--- config.mk ---
export PLATFORM = sky130hd
export DESIGN_NAME = sync_word_packet_deframer
export DESIGN_NICKNAME = d
export VERILOG_FILES = /design/src/hdl/swpd_pkg.sv /design/src/hdl/swpd_cfg.sv /design/src/hdl/swpd_parse.sv /design/src/hdl/swpd_outbuf.sv /design/src/hdl/sync_word_packet_deframer.sv
export SDC_FILE = /design/constraint.sdc
export NUM_CORES = 1
export LEC_CHECK = 0
export BUFFER_PORTS_ARGS = -buffer_cell sky130_fd_sc_hd__buf_4
export CELL_PAD_IN_SITES_DETAIL_PLACEMENT = 1
export CELL_PAD_IN_SITES_GLOBAL_PLACEMENT = 2
export CORE_ASPECT_RATIO = 1.75
export CORE_MARGIN = 4
export CORE_UTILIZATION = 25
export CTS_CLUSTER_SIZE = 10
export DETAILED_ROUTE_END_ITERATION = 10
export GPL_TIMING_DRIVEN = 0
export PLACE_DENSITY = 0.59
export SYNTH_ARGS = -nofsm -noshare
export SYNTH_HDL_FRONTEND = slang
export SYNTH_SLANG_ARGS = --single-unit
--- constraint.sdc ---
create_clock -name clk -period 2.6 [get_ports clk]
set_input_delay 0.52 -clock clk [delete_from_list [all_inputs] [get_ports clk]]
set_output_delay 0.52 -clock clk [all_outputs]
set_load 0.005 [all_outputs]
--- src/hdl/swpd_pkg.sv ---
package swpd_pkg;

    localparam int MAX_PAYLOAD_DEF = 64;
    localparam int BYTE_W          = 8;
    localparam int LEN_REG_W       = 7;
    localparam int INDEX_W         = 6;
    localparam int CFG_INDEX_W     = 3;

    localparam logic [BYTE_W-1:0]    START_FIRST_RST = 8'hFF;
    localparam logic [BYTE_W-1:0]    START_SECOND_RST = 8'hDE;
    localparam logic [BYTE_W-1:0]    END_FIRST_RST   = 8'h2F;
    localparam logic [BYTE_W-1:0]    END_SECOND_RST  = 8'h5C;
    localparam logic [LEN_REG_W-1:0] PAYLOAD_LEN_RST = 7'd34;

    localparam logic KIND_PAYLOAD = 1'b0;
    localparam logic KIND_DONE    = 1'b1;

    typedef enum logic [CFG_INDEX_W-1:0] {
        REG_START_FIRST  = 3'd0,
        REG_START_SECOND = 3'd1,
        REG_END_FIRST    = 3'd2,
        REG_END_SECOND   = 3'd3,
        REG_PAYLOAD_LEN  = 3'd4
    } swpd_reg_t;

    typedef enum logic [2:0] {
        ST_HUNT,
        ST_START2,
        ST_PAYLOAD,
        ST_END1,
        ST_END2
    } swpd_state_t;

    typedef struct packed {
        logic [BYTE_W-1:0] start_first;
        logic [BYTE_W-1:0] start_second;
        logic [BYTE_W-1:0] end_first;
        logic [BYTE_W-1:0] end_second;
    } swpd_sync_t;

    typedef struct packed {
        logic               kind;
        logic [INDEX_W-1:0] index;
        logic [BYTE_W-1:0]  data;
    } swpd_result_t;

endpackage

--- src/hdl/swpd_cfg.sv ---
module swpd_cfg
    import swpd_pkg::*;
#(
    parameter int MAX_PAYLOAD = MAX_PAYLOAD_DEF
)
(
    input  logic                   clk,
    input  logic                   rst_n,
    input  logic                   cfg_wr_en,
    input  logic [CFG_INDEX_W-1:0] cfg_index,
    input  logic [BYTE_W-1:0]      cfg_data,
    output swpd_sync_t             sync_words,
    output logic [((($clog2(MAX_PAYLOAD + 1)) > LEN_REG_W) ?
                   ($clog2(MAX_PAYLOAD + 1)) : LEN_REG_W) - 1:0] eff_len
);

    localparam int CNT_W = $clog2(MAX_PAYLOAD + 1);
    localparam int LEN_W = (CNT_W > LEN_REG_W) ? CNT_W : LEN_REG_W;

    swpd_sync_t             sync_reg;
    swpd_sync_t             sync_next;
    logic [LEN_REG_W-1:0]   len_reg;
    logic [LEN_REG_W-1:0]   len_next;
    logic [LEN_W-1:0]       len_wide;

    always_comb
    begin
        sync_next = sync_reg;
        len_next  = len_reg;
        if (cfg_wr_en)
        begin
            case (cfg_index)
                REG_START_FIRST:  sync_next.start_first  = cfg_data;
                REG_START_SECOND: sync_next.start_second = cfg_data;
                REG_END_FIRST:    sync_next.end_first    = cfg_data;
                REG_END_SECOND:   sync_next.end_second   = cfg_data;
                REG_PAYLOAD_LEN:  len_next               = cfg_data[LEN_REG_W-1:0];
                default:          ;
            endcase
        end
    end

    always_ff @(posedge clk or negedge rst_n)
    begin
        if (!rst_n)
        begin
            sync_reg.start_first  <= START_FIRST_RST;
            sync_reg.start_second <= START_SECOND_RST;
            sync_reg.end_first    <= END_FIRST_RST;
            sync_reg.end_second   <= END_SECOND_RST;
            len_reg               <= PAYLOAD_LEN_RST;
        end
        else
        begin
            sync_reg <= sync_next;
            len_reg  <= len_next;
        end
    end

    // A zero length counts as one; lengths beyond the maximum are clamped.
    always_comb
    begin
        len_wide = LEN_W'(len_reg);
        if (len_wide == '0)
        begin
            eff_len = LEN_W'(1);
        end
        else if (len_wide > LEN_W'(MAX_PAYLOAD))
        begin
            eff_len = LEN_W'(MAX_PAYLOAD);
        end
        else
        begin
            eff_len = len_wide;
        end
    end

    assign sync_words = sync_reg;

endmodule

--- src/hdl/swpd_parse.sv ---
module swpd_parse
    import swpd_pkg::*;
#(
    parameter int MAX_PAYLOAD = MAX_PAYLOAD_DEF
)
(
    input  logic              clk,
    input  logic              rst_n,
    input  logic              accept,
    input  logic [BYTE_W-1:0] rx_byte,
    input  swpd_sync_t        sync_words,
    input  logic [((($clog2(MAX_PAYLOAD + 1)) > LEN_REG_W) ?
                   ($clog2(MAX_PAYLOAD + 1)) : LEN_REG_W) - 1:0] eff_len,
    output logic              res_valid,
    output swpd_result_t      res
);

    localparam int CNT_W = $clog2(MAX_PAYLOAD + 1);
    localparam int LEN_W = (CNT_W > LEN_REG_W) ? CNT_W : LEN_REG_W;

    swpd_state_t      state_reg;
    swpd_state_t      state_next;
    logic [CNT_W-1:0] count_reg;
    logic [CNT_W-1:0] count_next;
    logic [LEN_W-1:0] count_inc;

    assign count_inc = LEN_W'(count_reg) + LEN_W'(1);

    always_comb
    begin
        state_next = state_reg;
        count_next = count_reg;
        if (accept)
        begin
            case (state_reg)
                ST_HUNT:
                begin
                    if (rx_byte == sync_words.start_first)
                    begin
                        state_next = ST_START2;
                    end
                end
                ST_START2:
                begin
                    if (rx_byte == sync_words.start_second)
                    begin
                        state_next = ST_PAYLOAD;
                        count_next = '0;
                    end
                    else
                    begin
                        state_next = ST_HUNT;
                    end
                end
                ST_PAYLOAD:
                begin
                    count_next = count_inc[CNT_W-1:0];
                    if (count_inc >= eff_len)
                    begin
                        state_next = ST_END1;
                    end
                end
                ST_END1:
                begin
                    if (rx_byte == sync_words.end_first)
                    begin
                        state_next = ST_END2;
                    end
                    else
                    begin
                        state_next = ST_HUNT;
                    end
                end
                ST_END2:
                begin
                    state_next = ST_HUNT;
                end
                default:
                begin
                    state_next = ST_HUNT;
                end
            endcase
        end
    end

    always_comb
    begin
        res_valid = 1'b0;
        res.kind  = KIND_PAYLOAD;
        res.index = '0;
        res.data  = '0;
        case (state_reg)
            ST_PAYLOAD:
            begin
                res_valid = accept;
                res.index = count_inc[INDEX_W-1:0] - INDEX_W'(1);
                res.data  = rx_byte;
            end
            ST_END2:
            begin
                res_valid = accept && (rx_byte == sync_words.end_second);
                res.kind  = KIND_DONE;
            end
            default:
            begin
                res_valid = 1'b0;
            end
        endcase
    end

    always_ff @(posedge clk or negedge rst_n)
    begin
        if (!rst_n)
        begin
            state_reg <= ST_HUNT;
            count_reg <= '0;
        end
        else
        begin
            state_reg <= state_next;
            count_reg <= count_next;
        end
    end

endmodule

--- src/hdl/swpd_outbuf.sv ---
module swpd_outbuf
    import swpd_pkg::*;
(
    input  logic         clk,
    input  logic         rst_n,
    input  logic         res_valid,
    input  swpd_result_t res,
    input  logic         out_stall,
    output logic         out_valid,
    output swpd_result_t out_res,
    output logic         full
);

    logic         out_valid_reg;
    logic         out_valid_next;
    swpd_result_t out_reg;
    swpd_result_t out_next;
    logic         skid_valid_reg;
    logic         skid_valid_next;
    swpd_result_t skid_reg;
    swpd_result_t skid_next;
    logic         out_free;

    assign out_free = !out_valid_reg || !out_stall;

    // The skid word always sits behind the output word, so it goes out before any new result.
    always_comb
    begin
        out_valid_next  = out_valid_reg;
        out_next        = out_reg;
        skid_valid_next = skid_valid_reg;
        skid_next       = skid_reg;
        if (out_free)
        begin
            if (skid_valid_reg)
            begin
                out_valid_next  = 1'b1;
                out_next        = skid_reg;
                skid_valid_next = res_valid;
                skid_next       = res;
            end
            else
            begin
                out_valid_next = res_valid;
                out_next       = res;
            end
        end
        else if (res_valid)
        begin
            skid_valid_next = 1'b1;
            skid_next       = res;
        end
    end

    always_ff @(posedge clk or negedge rst_n)
    begin
        if (!rst_n)
        begin
            out_valid_reg  <= 1'b0;
            skid_valid_reg <= 1'b0;
        end
        else
        begin
            out_valid_reg  <= out_valid_next;
            skid_valid_reg <= skid_valid_next;
        end
    end

    always_ff @(posedge clk)
    begin
        out_reg  <= out_next;
        skid_reg <= skid_next;
    end

    assign out_valid = out_valid_reg;
    assign out_res   = out_reg;
    assign full      = skid_valid_reg;

endmodule

--- src/hdl/sync_word_packet_deframer.sv ---
// Each result is registered into the output word, or into the skid word while the
// output is held. Throughput: one word per cycle while in_stall is low; the output
// register and one skid word let input continue while a result waits, and in_stall
// rises only when both are full. Reset clears the parser to hunting and loads the
// default sync words and length; the output is empty after reset.
module sync_word_packet_deframer
    import swpd_pkg::*;
#(
    parameter int MAX_PAYLOAD = MAX_PAYLOAD_DEF
)
(
    input  logic                   clk,
    input  logic                   rst_n,
    input  logic                   cfg_wr_en,
    input  logic [CFG_INDEX_W-1:0] cfg_index,
    input  logic [BYTE_W-1:0]      cfg_data,
    input  logic                   in_valid,
    output logic                   in_stall,
    input  logic [BYTE_W-1:0]      rx_byte,
    output logic                   out_valid,
    input  logic                   out_stall,
    output logic                   result_kind,
    output logic [INDEX_W-1:0]     payload_index,
    output logic [BYTE_W-1:0]      payload_byte
);

    localparam int CNT_W = $clog2(MAX_PAYLOAD + 1);
    localparam int LEN_W = (CNT_W > LEN_REG_W) ? CNT_W : LEN_REG_W;

    swpd_sync_t       sync_words;
    logic [LEN_W-1:0] eff_len;
    logic             accept;
    logic             res_valid;
    swpd_result_t     res;
    swpd_result_t     out_res;
    logic             buf_full;

    assign in_stall = buf_full;
    assign accept   = in_valid && !buf_full;

    swpd_cfg #(
        .MAX_PAYLOAD (MAX_PAYLOAD)
    ) u_cfg (
        .clk        (clk),
        .rst_n      (rst_n),
        .cfg_wr_en  (cfg_wr_en),
        .cfg_index  (cfg_index),
        .cfg_data   (cfg_data),
        .sync_words (sync_words),
        .eff_len    (eff_len)
    );

    swpd_parse #(
        .MAX_PAYLOAD (MAX_PAYLOAD)
    ) u_parse (
        .clk        (clk),
        .rst_n      (rst_n),
        .accept     (accept),
        .rx_byte    (rx_byte),
        .sync_words (sync_words),
        .eff_len    (eff_len),
        .res_valid  (res_valid),
        .res        (res)
    );

    swpd_outbuf u_outbuf (
        .clk       (clk),
        .rst_n     (rst_n),
        .res_valid (res_valid),
        .res       (res),
        .out_stall (out_stall),
        .out_valid (out_valid),
        .out_res   (out_res),
        .full      (buf_full)
    );

    assign result_kind   = out_res.kind;
    assign payload_index = out_res.index;
    assign payload_byte  = out_res.data;

endmodule

== After elaboration in Yosys (flattened, before gate mapping) ==
Cells that the tools add are included.

* Add/subtract/negate cells: 2
* $mul: 0
* Div/mod/pow operators: 0
* $lt $le $gt $ge: 2
* Eq/ne operators: 16
* Shift operators: 0
* Muxes and demuxes: 20
* Bitwise gates (word level): 0
* Reductions and logical operators: 19

{| class="wikitable"
|+ Operators with widths
! cell !! count
|-
| 2-to-1 mux 15 bit || 4
|-
| == test 8 bit || 4
|-
| 2-to-1 mux 7 bit || 3
|-
| 2-to-1 mux 14 bit || 1
|-
| one-hot mux 7 bit (2 select lines) || 1
|-
| == test 3 x 2 -> 1 bit (second input constant) || 4
|-
| one-hot mux 3 bit (4 select lines) || 1
|-
| AND reduction 2 bit || 6
|-
| 2-to-1 mux 3 bit || 3
|-
| != test 2 x 1 -> 1 bit (second input constant) || 4
|-
| adder 7 x 1 -> 7 bit (second input constant) || 1
|-
| >= comparator 7 bit || 1
|-
| > comparator 7 bit (second input constant) || 1
|-
| zero test 7 bit || 1
|-
| == test 3 x 1 -> 1 bit (second input constant) || 2
|-
| == test 3 bit (second input constant) || 2
|-
| zero test 3 bit || 2
|-
| AND reduction 3 bit || 2
|-
| subtractor 6 x 1 -> 6 bit (second input constant) || 1
|-
| 2-to-1 mux 1 bit || 5
|-
| nonzero test 2 bit || 2
|-
| zero test 1 bit || 3
|-
| logical AND 1 bit || 2
|-
| 2-to-1 mux 2 bit || 1
|-
| 2 further kinds || 2
|}

* Register bits after elaboration: 81
* Latch bits: 0
* Memory bits (writable): 0
* Bits in read-only memories: 0
* Input bits: 24
* Word-level logic and storage cells: 74
* Memories kept: 0

== Longest topological paths before layout ==
Gate-level depths: netlist of run 1.

* Depth after elaboration: 6
* Depth in mapped cells: 10
* Mapped depth without buffers: 10

== Hierarchy ==
Synthesis of run 1 repeated with hierarchy kept, for this count alone.

* Cell total of the unflattened synthesis: 295
* Area, all modules: 4,035.1 um^2

{| class="wikitable"
|+ By module, submodules not included
! module !! times used !! cells each !! area each (um^2) !! seq. area each (um^2)
|-
| swpd_cfg || 1 || 95 || 1,582.8 || 1,007.2
|-
| swpd_parse || 1 || 144 || 1,224.9 || 250.2
|-
| swpd_outbuf || 1 || 55 || 1,213.7 || 950.9
|-
| sync_word_packet_deframer || 1 || 1 || 13.8 || 0.0
|}

== Worst setup path after synthesis of run 1 ==
No wires, ideal clock.

* Path type: in2reg
* From: input port rx_byte[4]
* To: register u_outbuf.skid_reg[0] in the netlist's numbering, enable pin
* Data arrival time: 2.581 ns
* Data required time: 2.189 ns
* Setup slack: -0.392 ns
* Stages on the path: 6
* Path buffers: 1
* Cell sequence: clkbuf_1 xnor2_1 nand4_1 nor4_1 o21ai_0 o31ai_1

* Cells in the longest elaborated chain, start to end: 5

{| class="wikitable"
|+ Ends and longest elaborated chain
! element !! RTL line !! source
|-
| start: declaration || sync_word_packet_deframer.sv:19 || <nowiki>input logic [BYTE_W-1:0] rx_byte,</nowiki>
|-
| == test 8 bit || swpd_parse.sv:101 || <nowiki>res_valid = accept && (rx_byte == sync_words.end_second);</nowiki>
|-
| logical AND 1 bit || swpd_parse.sv:101 ||
|-
| one-hot mux 1 bit (2 select lines) || swpd_parse.sv:92 || <nowiki>case (state_reg)</nowiki>
|-
| nonzero test 2 bit (no line) || -- ||
|-
| AND reduction 2 bit (no line) || -- ||
|-
| end signal: assignment || swpd_outbuf.sv:72 || <nowiki>skid_reg <= skid_next;</nowiki>
|-
| end: declaration || swpd_outbuf.sv:20 || <nowiki>swpd_result_t skid_reg;</nowiki>
|}

No other way between the ends.
A chain may end at the register's enable or synchronous reset.

== Worst setup path after layout of run 1 ==
* From: register u_parse.count_reg[0]
* To: register u_parse.state_reg[0]

* Cells in the longest elaborated chain, start to end: 4

{| class="wikitable"
|+ Ends and longest elaborated chain
! element !! RTL line !! source
|-
| start: declaration || swpd_parse.sv:23 || <nowiki>logic [CNT_W-1:0] count_reg;</nowiki>
|-
| start signal: assignment || swpd_parse.sv:121 || <nowiki>count_reg <= count_next;</nowiki>
|-
| adder 7 x 1 -> 7 bit || swpd_parse.sv:27 || <nowiki>assign count_inc = LEN_W'(count_reg) + LEN_W'(1);</nowiki>
|-
| >= comparator 7 bit || swpd_parse.sv:58 || <nowiki>if (count_inc >= eff_len)</nowiki>
|-
| != test 2 x 1 -> 1 bit (no line) || -- ||
|-
| AND reduction 3 bit (no line) || -- ||
|-
| end signal: assignment || swpd_parse.sv:120 || <nowiki>state_reg <= state_next;</nowiki>
|-
| end: declaration || swpd_parse.sv:21 || <nowiki>swpd_state_t state_reg;</nowiki>
|}

No other way between the ends.

==> results of run 1 <==
through the flow:
stage / total power [uW] / setup slack, ns / cell area [sq um]
global placement: 2015 / -0.7346 / 4432
detailed placement: 2038 / -0.7695 / 4432
CTS: 3435 / 0.01750 / 4817
global route: 3531 / 0.003716 / 4876
finish: 3362 / 0.1124 / 4876
floorplan: 1898 / 0.05655 / 3966
metal layers:
| metal | part of all wire | routed length, microns | track usage |
|---|---|---|---|
| met5 | 0 | 0 | 0 |
| met4 | 0.020 | 181 | 0.05024 |
| met3 | 0.032 | 299 | 0.02129 |
| met2 | 0.55 | 5110 | 0.1975 |
| met1 | 0.40 | 3665 | 0.1224 |
cells in the final DEF (no fill, tap or decap), types with 8 or more instances in the layout:
cell type,count
edfxtp_1,30
mux2_2,51
dfrtp_1,24
clkbuf_1,12
clkbuf_16,10
nor2_1,11
xnor2_1,8
and3_1,9
nand2_1,19
buf_4,36
dfstp_2,25
xor2_1,31
area by class of cell:
cell class / count / area, sq um / share of cell area
timing repair buffer: 36 / 282.8 / 0.05799
buffer: 18 / 83.83 / 0.01719
sequential: 81 / 2211 / 0.4534
inverter: 4 / 15.01 / 0.003079
tap: 186 / 232.7 / 0.04773
clock buffer: 12 / 267.8 / 0.05491
clock inverter: 4 / 56.30 / 0.01155
multi-input combinational: 208 / 1727 / 0.3541
final timing paths:
path | from | end | slack, ns | cells after the start
worst max-delay path | u_parse.count_reg[0] | u_parse.state_reg[0] | 0.11 | 9
worst min-delay path | rst_n | u_parse.count_reg[5] | 0.22 | 1
worst max register to register | u_parse.count_reg[0] | u_parse.state_reg[0] | 0.11 | 9
worst min register to register | u_cfg.sync_words[12] | u_cfg.sync_words[12] | 0.53 | 1
max in group asynchronous | rst_n | u_parse.count_reg[0] | 1.88 | 1
min in group clk | cfg_data[7] | u_cfg.sync_words[23] | 0.45 | 2
kinds of logic after synthesis:
group / after synthesis / share of synthesized area
AND/OR/NAND/NOR: 80 / 0.1064
XOR/XNOR: 41 / 0.09065
adder cells (fa/ha/maj): 8 / 0.02527
flip-flops: 81 / 0.5575
AO/OA/AOI/OAI: 27 / 0.04643
multiplexers: 52 / 0.1488
buffers and inverters: 22 / 0.02495
what timing repair did:
| item | in CTS | in global routing |
|---|---|---|
| endpoints found under the setup margin | 17 | 2 |
| pin swaps | 1 | 2 |
| buffers inserted | 1 | 4 |
| gates resized for setup | 7 | 7 |
| hold buffers | 0 | 0 |
| cloned | 0 | 0 |
report_power, final:
group | internal, uW | total [uW] | switching [uW]
clock | 838 | 1360 | 521
combinational | 213 | 396 | 183
sequential | 1520 | 1610 | 91.2
total | 2570 | 3360 | 795
==> impl_metrics.ini, run 1 <==
[status]
status = completed

[final_layout]
nNetsFinal = 390
drive_gt1_frac = 0.4298
fillers = 1693
diodes = 0
final_util = 0.3153
layoutNonFillerInstCount = 549
syn_to_final_growth_pct = 23.09
largest_reg_flops = 32

[critical_path]
worst-path-buf-inv = 1
slowest_delay_ns = 0.43
cp.arrival_ns = 2.70
path_cells = buf_4 -> nand3_2 -> nor2_2 -> xor2_2 -> ha_1 -> nand4_1 -> or3_1 -> a21oi_4 -> mux2_2
path_class = flop to flop
cp.required_ns = 2.81
slowest_stage = dfrtp_2
start_kind = flop
crit_path_max_fanout = 6
end_kind = flop
cpLargestDelayFamily = simple AND/OR/NAND/NOR gates

[run]
maxCapViolations = 0

[power_and_ir_drop]
leakage_uw = 0.002016
vdd_drop_max_uv = 242.2
power_per_cell_area_nw_per_um2 = 689.6

[global_routing]
grt_pass1_wl_microns = 14970
overflow = 0
grt_usage = 0.1106
grt_pass1_vias = 2758
antenna_found_initial = 0
grt_start_max_net_pins = 52

[logic_synthesis]
synth.top_cells.by_area = edfxtp_1, dfstp_2, dfrtp_1
synth.top_cell.area_share = 0.2274
yosys-top-cells-count = mux2_2, xor2_1, edfxtp_1
synth_seq_cells = 81
syn_nets = 343
synthArstFlopShare = 0.6296
ys.flop_type = edfxtp_1
ys_seq_area_frac = 0.5575
synth-edff-count = 30
synth_cell_type_count = 39
yosysMostFrequentCell = mux2_2
netlist_area_sq_um = 3961
synth.avg_cell_area_sq_um = 12.74
yosysWarnings = 0
synth_top_area_cell = edfxtp_1
synthCells = 311

[clocking]
htree_levels = 3
cts_tree = yes
cts_buffers = 9
clock_path_buffers = 2
cts_root_buf = clkbuf_16
clk_pin_slew_ns = 0.07
worstSkewPairLatency_ns = 0.34
cts_num_sinks = 81

[timing]
setup_tns_ns = 0
fin_crit_ns = 2.488
hold_viol = 0
post-route-period-util = 0.9568
relSlewSlack = 0.4521
setup_viol = 0
fmax_ghz = 0.4020
skew_ns = 0.009264
tightest_slew_ns = 0.8182
rsz0062_at_grt = false
maxSlewViolCount = 0
fin_hold_ws_ns = 0.2150

[route]
drt_iter0_drc = 54
routed_wl_microns = 9257
vias_per_cell = 4.508
dr.pass1.iters = 4
avgRoutedWirePerCell_microns = 16.86
drc = 0
drtAntennaViolNets = 0
vias = 2475

[floorplan]
dieArea_sq_um = 18000
die_h_microns = 174.5
num_io_pins = 41
core-area_sq_um = 15460
start_util = 0.2561
die_x_microns = 103.2
num_rows = 60

[placement]
dpl.cell_count = 528
place_hpwl_microns = 6969
io_buffers = 31
place.gp.congestion = 0.7211

[hold_path]
hold_class = input pin to async pin
Note: power is estimated with default switching activity, not from simulation.
==> run 2, diff against run 1 <==
--- a/config.mk
+++ b/config.mk
@@ -14,6 +14,7 @@
 export CTS_CLUSTER_SIZE = 10
 export DETAILED_ROUTE_END_ITERATION = 10
 export GPL_TIMING_DRIVEN = 0
+export HOLD_SLACK_MARGIN = 0.08
 export PLACE_DENSITY = 0.59
 export SYNTH_ARGS = -nofsm -noshare
 export SYNTH_HDL_FRONTEND = slang
==> constraint.sdc (replaced) <==
create_clock -name clk -period 2.1 [get_ports clk]
set_input_delay 0.42 -clock clk [delete_from_list [all_inputs] [get_ports clk]]
set_output_delay 0.42 -clock clk [all_outputs]
set_load 0.005 [all_outputs]
==> impl_metrics.ini, run 2 (synthesis results as in run 1) <==
[route]
drc = 0
vias = 2502
drtAntennaViolNets = 0
vias_per_cell = 4.533
dr.pass1.iters = 4
avgRoutedWirePerCell_microns = 16.62
drt_iter0_drc = 43
routed_wl_microns = 9174

[critical_path]
cp.required_ns = 2.32
path_cells = ha_4 -> nand3_4 -> nor2_4 -> xor2_2 -> ha_1 -> nand4_1 -> or3_4 -> a21oi_4 -> mux2_4
start_kind = flop
path_class = flop to flop
r2r_start = u_parse.count_reg[0]
worst-path-buf-inv = 0
cp.arrival_ns = 2.54
slowest_delay_ns = 0.46
r2r_cells = 9
critPathLaunch = u_parse.count_reg[0]
cpLargestDelayFamily = simple AND/OR/NAND/NOR gates
cp_num_cells = 9
crit_path_max_fanout = 5
end_kind = flop
slowest_stage = dfrtp_2

[final_layout]
final_common_cell = mux2_2
syn_to_final_growth_pct = 26.50
fillers = 1669
largest_reg_flops = 32
drive_gt1_frac = 0.4727
multiInputGateArea_sq_um = 1810
final_cell_mix = mux2_2, buf_4, xor2_1, edfxtp_1, dfstp_2
layoutNonFillerInstCount = 552
diodes = 0
regArea_sq_um = 2212
nNetsFinal = 393

[floorplan]
dieArea_sq_um = 18000
num_io_pins = 41
die_x_microns = 103.2
start_util = 0.2561
core-area_sq_um = 15460
num_rows = 60
die_h_microns = 174.5

[timing]
tightest_slew_ns = 0.8202
skew_ns = 0.009890
fin_crit_ns = 2.321
hold_viol = 0
relSlewSlack = 0.4508
maxSlewViolCount = 0
fin_ws_ns = -0.2214
fmax_ghz = 0.4308
rsz0062_at_grt = true
setup_viol = 2
post-route-period-util = 1.105

[power_and_ir_drop]
power_per_cell_area_nw_per_um2 = 833.4
leakage_uw = 0.002073
vdd_drop_max_uv = 317.2

[clocking]
cts_root_buf = clkbuf_16
cts_buffers = 9
htree_levels = 3
worstSkewPairLatency_ns = 0.34
cts_tree = yes
hold_buffers = 0
cts_num_sinks = 81
clk_pin_slew_ns = 0.07
clock_path_buffers = 2

[global_routing]
grt_start_max_net_pins = 52
grt_usage = 0.1101
antenna_found_initial = 0
grt_pass1_vias = 2732
overflow = 0
grt_pass1_wl_microns = 14930

[run]
maxCapViolations = 0

[placement]
dpl.cell_count = 528
place.gp.congestion = 0.7168
pre_cts_ws_ns = -0.5039
io_buffers = 31
place_hpwl_microns = 6903

[status]
status = complete, but fails checks
violations = setup timing

[hold_path]
hold_class = input pin to async pin
==> run 2: layout make-up <==
class,instances,share of cell area
Tap cell,186,0.04644
Clock buffer,11,0.05144
Timing Repair Buffer,39,0.06092
Inverter,4,0.002996
Multi-Input combinational cell,208,0.3613
Sequential cell,81,0.4414
Clock inverter,5,0.01174
Buffer,18,0.02372
==> run 2: final timing paths <==
check,to,slack (ns)
hold / removal,u_parse.count_reg[4],0.11
setup reg to reg,u_parse.state_reg[2],-0.22
min in group clk,u_cfg.sync_words[15],0.34
setup / recovery,u_parse.state_reg[2],-0.22
hold reg to reg,u_outbuf.out_res[9],0.52
max in group asynchronous,u_parse.state_reg[1],1.49
==> run 2: repair_timing <==
action / CTS / global route
hold endpoints to repair: 0 / 0
pin swaps: 7 / 1
setup buffers: 7 / 1
gates resized for setup: 16 / 5
endpoints found under the setup margin: 17 / 17
==> run 2: per-stage QoR <==
stage / power [uW] / utilization / TNS, ns / area [sq um] / hold WS [ns]
detailed placement: 2534 / 0.2922 / -8.392 / 4519 / 0.5065
finish: 4176 / 0.3240 / -0.4420 / 5011 / 0.1077
global route: 4383 / 0.3240 / -0.7252 / 5011 / 0.1560
CTS: 4237 / 0.3223 / -0.4877 / 4985 / 0.1314
global placement: 2510 / 0.2922 / -8.444 / 4519 / 0.5020
floorplan: 2364 / - / -0.5342 / 4054 / 0.1244
==> run 2: layer usage <==
| metal | GRT usage | share of wire | routed length [microns] | vias up |
|---|---|---|---|---|
| met4 | 0.04538 | 0.018 | 165 | 0 |
| met5 | 0 | 0 | 0 | - |
| met3 | 0.02490 | 0.035 | 317 | 11 |
| li1 | - | - | - | 1210 |
| met1 | 0.1192 | 0.38 | 3502 | 1242 |
| met2 | 0.1994 | 0.57 | 5189 | 39 |
==> run 2: power breakdown <==
part           leakage (uW)  total [uW]  switching (uW)  internal (uW)
Sequential         0.000920        1990             114           1880
Clock              0.000159        1660             651           1010
Combinational      0.000994         522             239            283
==> run 3, diff against run 2 <==
--- a/config.mk
+++ b/config.mk
@@ -10,12 +10,12 @@
 export CELL_PAD_IN_SITES_GLOBAL_PLACEMENT = 2
 export CORE_ASPECT_RATIO = 1.75
 export CORE_MARGIN = 4
-export CORE_UTILIZATION = 25
+export CORE_UTILIZATION = 36
 export CTS_CLUSTER_SIZE = 10
 export DETAILED_ROUTE_END_ITERATION = 10
 export GPL_TIMING_DRIVEN = 0
 export HOLD_SLACK_MARGIN = 0.08
-export PLACE_DENSITY = 0.59
+export PLACE_DENSITY = 0.79
 export SYNTH_ARGS = -nofsm -noshare
 export SYNTH_HDL_FRONTEND = slang
 export SYNTH_SLANG_ARGS = --single-unit
==> impl_metrics.ini, run 3 (synthesis results as in run 1) <==
[floorplan]
die_h_microns = 146.8
num_io_pins = 41
num_rows = 50
start_util = 0.3681
core-area_sq_um = 10760
die_x_microns = 87.30
dieArea_sq_um = 12810

[final_layout]
fillers = 1148
diodes = 0
largest_reg_flops = 32
multiInputGateArea_sq_um = 1813
final_cell_mix = mux2_2, buf_4, edfxtp_1
final_util = 0.4591
syn_to_final_growth_pct = 24.70
final_common_cell = mux2_2
nNetsFinal = 397
drive_gt1_frac = 0.4757
regArea_sq_um = 2211

[power_and_ir_drop]
power_frac_comb = 0.131
power_uw = 3952
pwr-share-seq = 0.504
p_int_uw = 3000
clkPwrFrac = 0.365
power_per_cell_area_nw_per_um2 = 800.0
vdd_drop_max_uv = 422.5
leakage_uw = 0.002076
switching_share = 0.2408
switching_power_uw = 951.5

[global_routing]
grt_start_max_net_pins = 52
overflow = 0
antenna_found_initial = 0
grt_usage = 0.1433
grt_pass1_wl_microns = 14020
grt_pass1_vias = 2744

[clocking]
cts_buffers = 9
worstSkewPairLatency_ns = 0.34
clk_pin_slew_ns = 0.06
htree_levels = 3
hold_buffers = 0
clock_path_buffers = 2
cts_num_sinks = 81
cts_root_buf = clkbuf_16
cts_tree = yes

[hold_path]
hold_class = input pin to async pin

[route]
dr.pass1.iters = 4
routed_wl_microns = 8603
vias = 2522
avgRoutedWirePerCell_microns = 17.21
drc = 0
vias_per_cell = 5.044
drt_iter0_drc = 92
drtAntennaViolNets = 0

[placement]
place.gp.congestion = 0.7163
place_hpwl_microns = 6421
io_buffers = 31

[timing]
fmax_ghz = 0.4322
fin_hold_ws_ns = 0.1081
fin_ws_ns = -0.2135
hold_viol = 0
relSlewSlack = 0.4601
maxSlewViolCount = 0
rsz0062_at_grt = true
setup_viol = 2
skew_ns = 0.005903
fin_crit_ns = 2.314
setup_tns_ns = -0.4253
tightest_slew_ns = 0.8078
post-route-period-util = 1.102

[run]
maxCapViolations = 0

[critical_path]
path_cells = ha_4 -> nand3_4 -> nor2_4 -> xor2_2 -> ha_1 -> nand4_1 -> or3_4 -> a21oi_4 -> mux2_4
cp.required_ns = 2.32
reg2reg_slack_ns = -0.21
slowest_delay_ns = 0.45
cp.arrival_ns = 2.54
end_kind = flop
slowest_stage = dfrtp_2
start_kind = flop
crit_path_max_fanout = 3
path_class = flop to flop

[status]
status = complete, but fails checks
violations = setup timing
## run 3: layout make-up
| type | count | area share |
|---|---|---|
| flip-flops and latches | 81 | 0.4476 |
| multi-input cells | 208 | 0.3670 |
| repair buffers | 43 | 0.06864 |
| clock buffers | 11 | 0.04990 |
| well taps | 130 | 0.03293 |
| plain buffers | 18 | 0.02457 |
| clock inverters | 5 | 0.006332 |
| inverters | 4 | 0.003040 |
## run 3: what timing repair did
item / 4_1_cts / 5_1_grt
gates resized for setup: 16 / 6
buffers inserted: 7 / 5
setup endpoints to repair: 17 / 17
pin swaps: 9 / 6
## run 3: path summary, 6_finish.rpt
kind,startpoint,to,cells after the start
setup / recovery,u_parse.count_reg[0],u_parse.state_reg[2],9
hold / removal,rst_n,u_parse.count_reg[6],1
setup reg to reg,u_parse.count_reg[0],u_parse.state_reg[2],9
hold reg to reg,u_cfg.len_reg[0],u_cfg.len_reg[0],1
max in group asynchronous,rst_n,u_parse.count_reg[1],1
min in group clk,cfg_data[7],u_cfg.sync_words[31],2
## run 3: per-layer routing
metal,wire [microns],GRT usage
met5,0,0
met4,144,0.05914
met3,295,0.03311
met2,4847,0.2519
met1,3315,0.1625
## run 3: power groups by stage
stage / Clock [uW] / Combinational (uW) / Sequential [uW]
2_1_floorplan: 0 / 372 / 1990
3_3_place_gp: 0 / 483 / 2010
3_5_place_dp: 0 / 506 / 2030
4_1_cts: 1490 / 526 / 1990
5_1_grt: 1560 / 580 / 2020
6_report: 1440 / 517 / 1990
## run 3: per-stage QoR
step,area (sq um),setup slack [ns],std cells
5_1_grt,4940,-0.2911,500
3_5_place_dp,4449,-0.4685,472
2_1_floorplan,4054,-0.1291,311
3_3_place_gp,4449,-0.4237,472
4_1_cts,4876,-0.2248,495
6_report,4940,-0.2135,500
## run 3: critical path, delay by kind of cell, from the launching register on
kind,cells,cell delay (ns)
and+or+nand+nor,4,0.59
adders and majority gates,2,0.48
DFF,1,0.45
muxes,1,0.31
AOI/OAI and AO/OA,1,0.20
xor gates and xnor gates,1,0.15
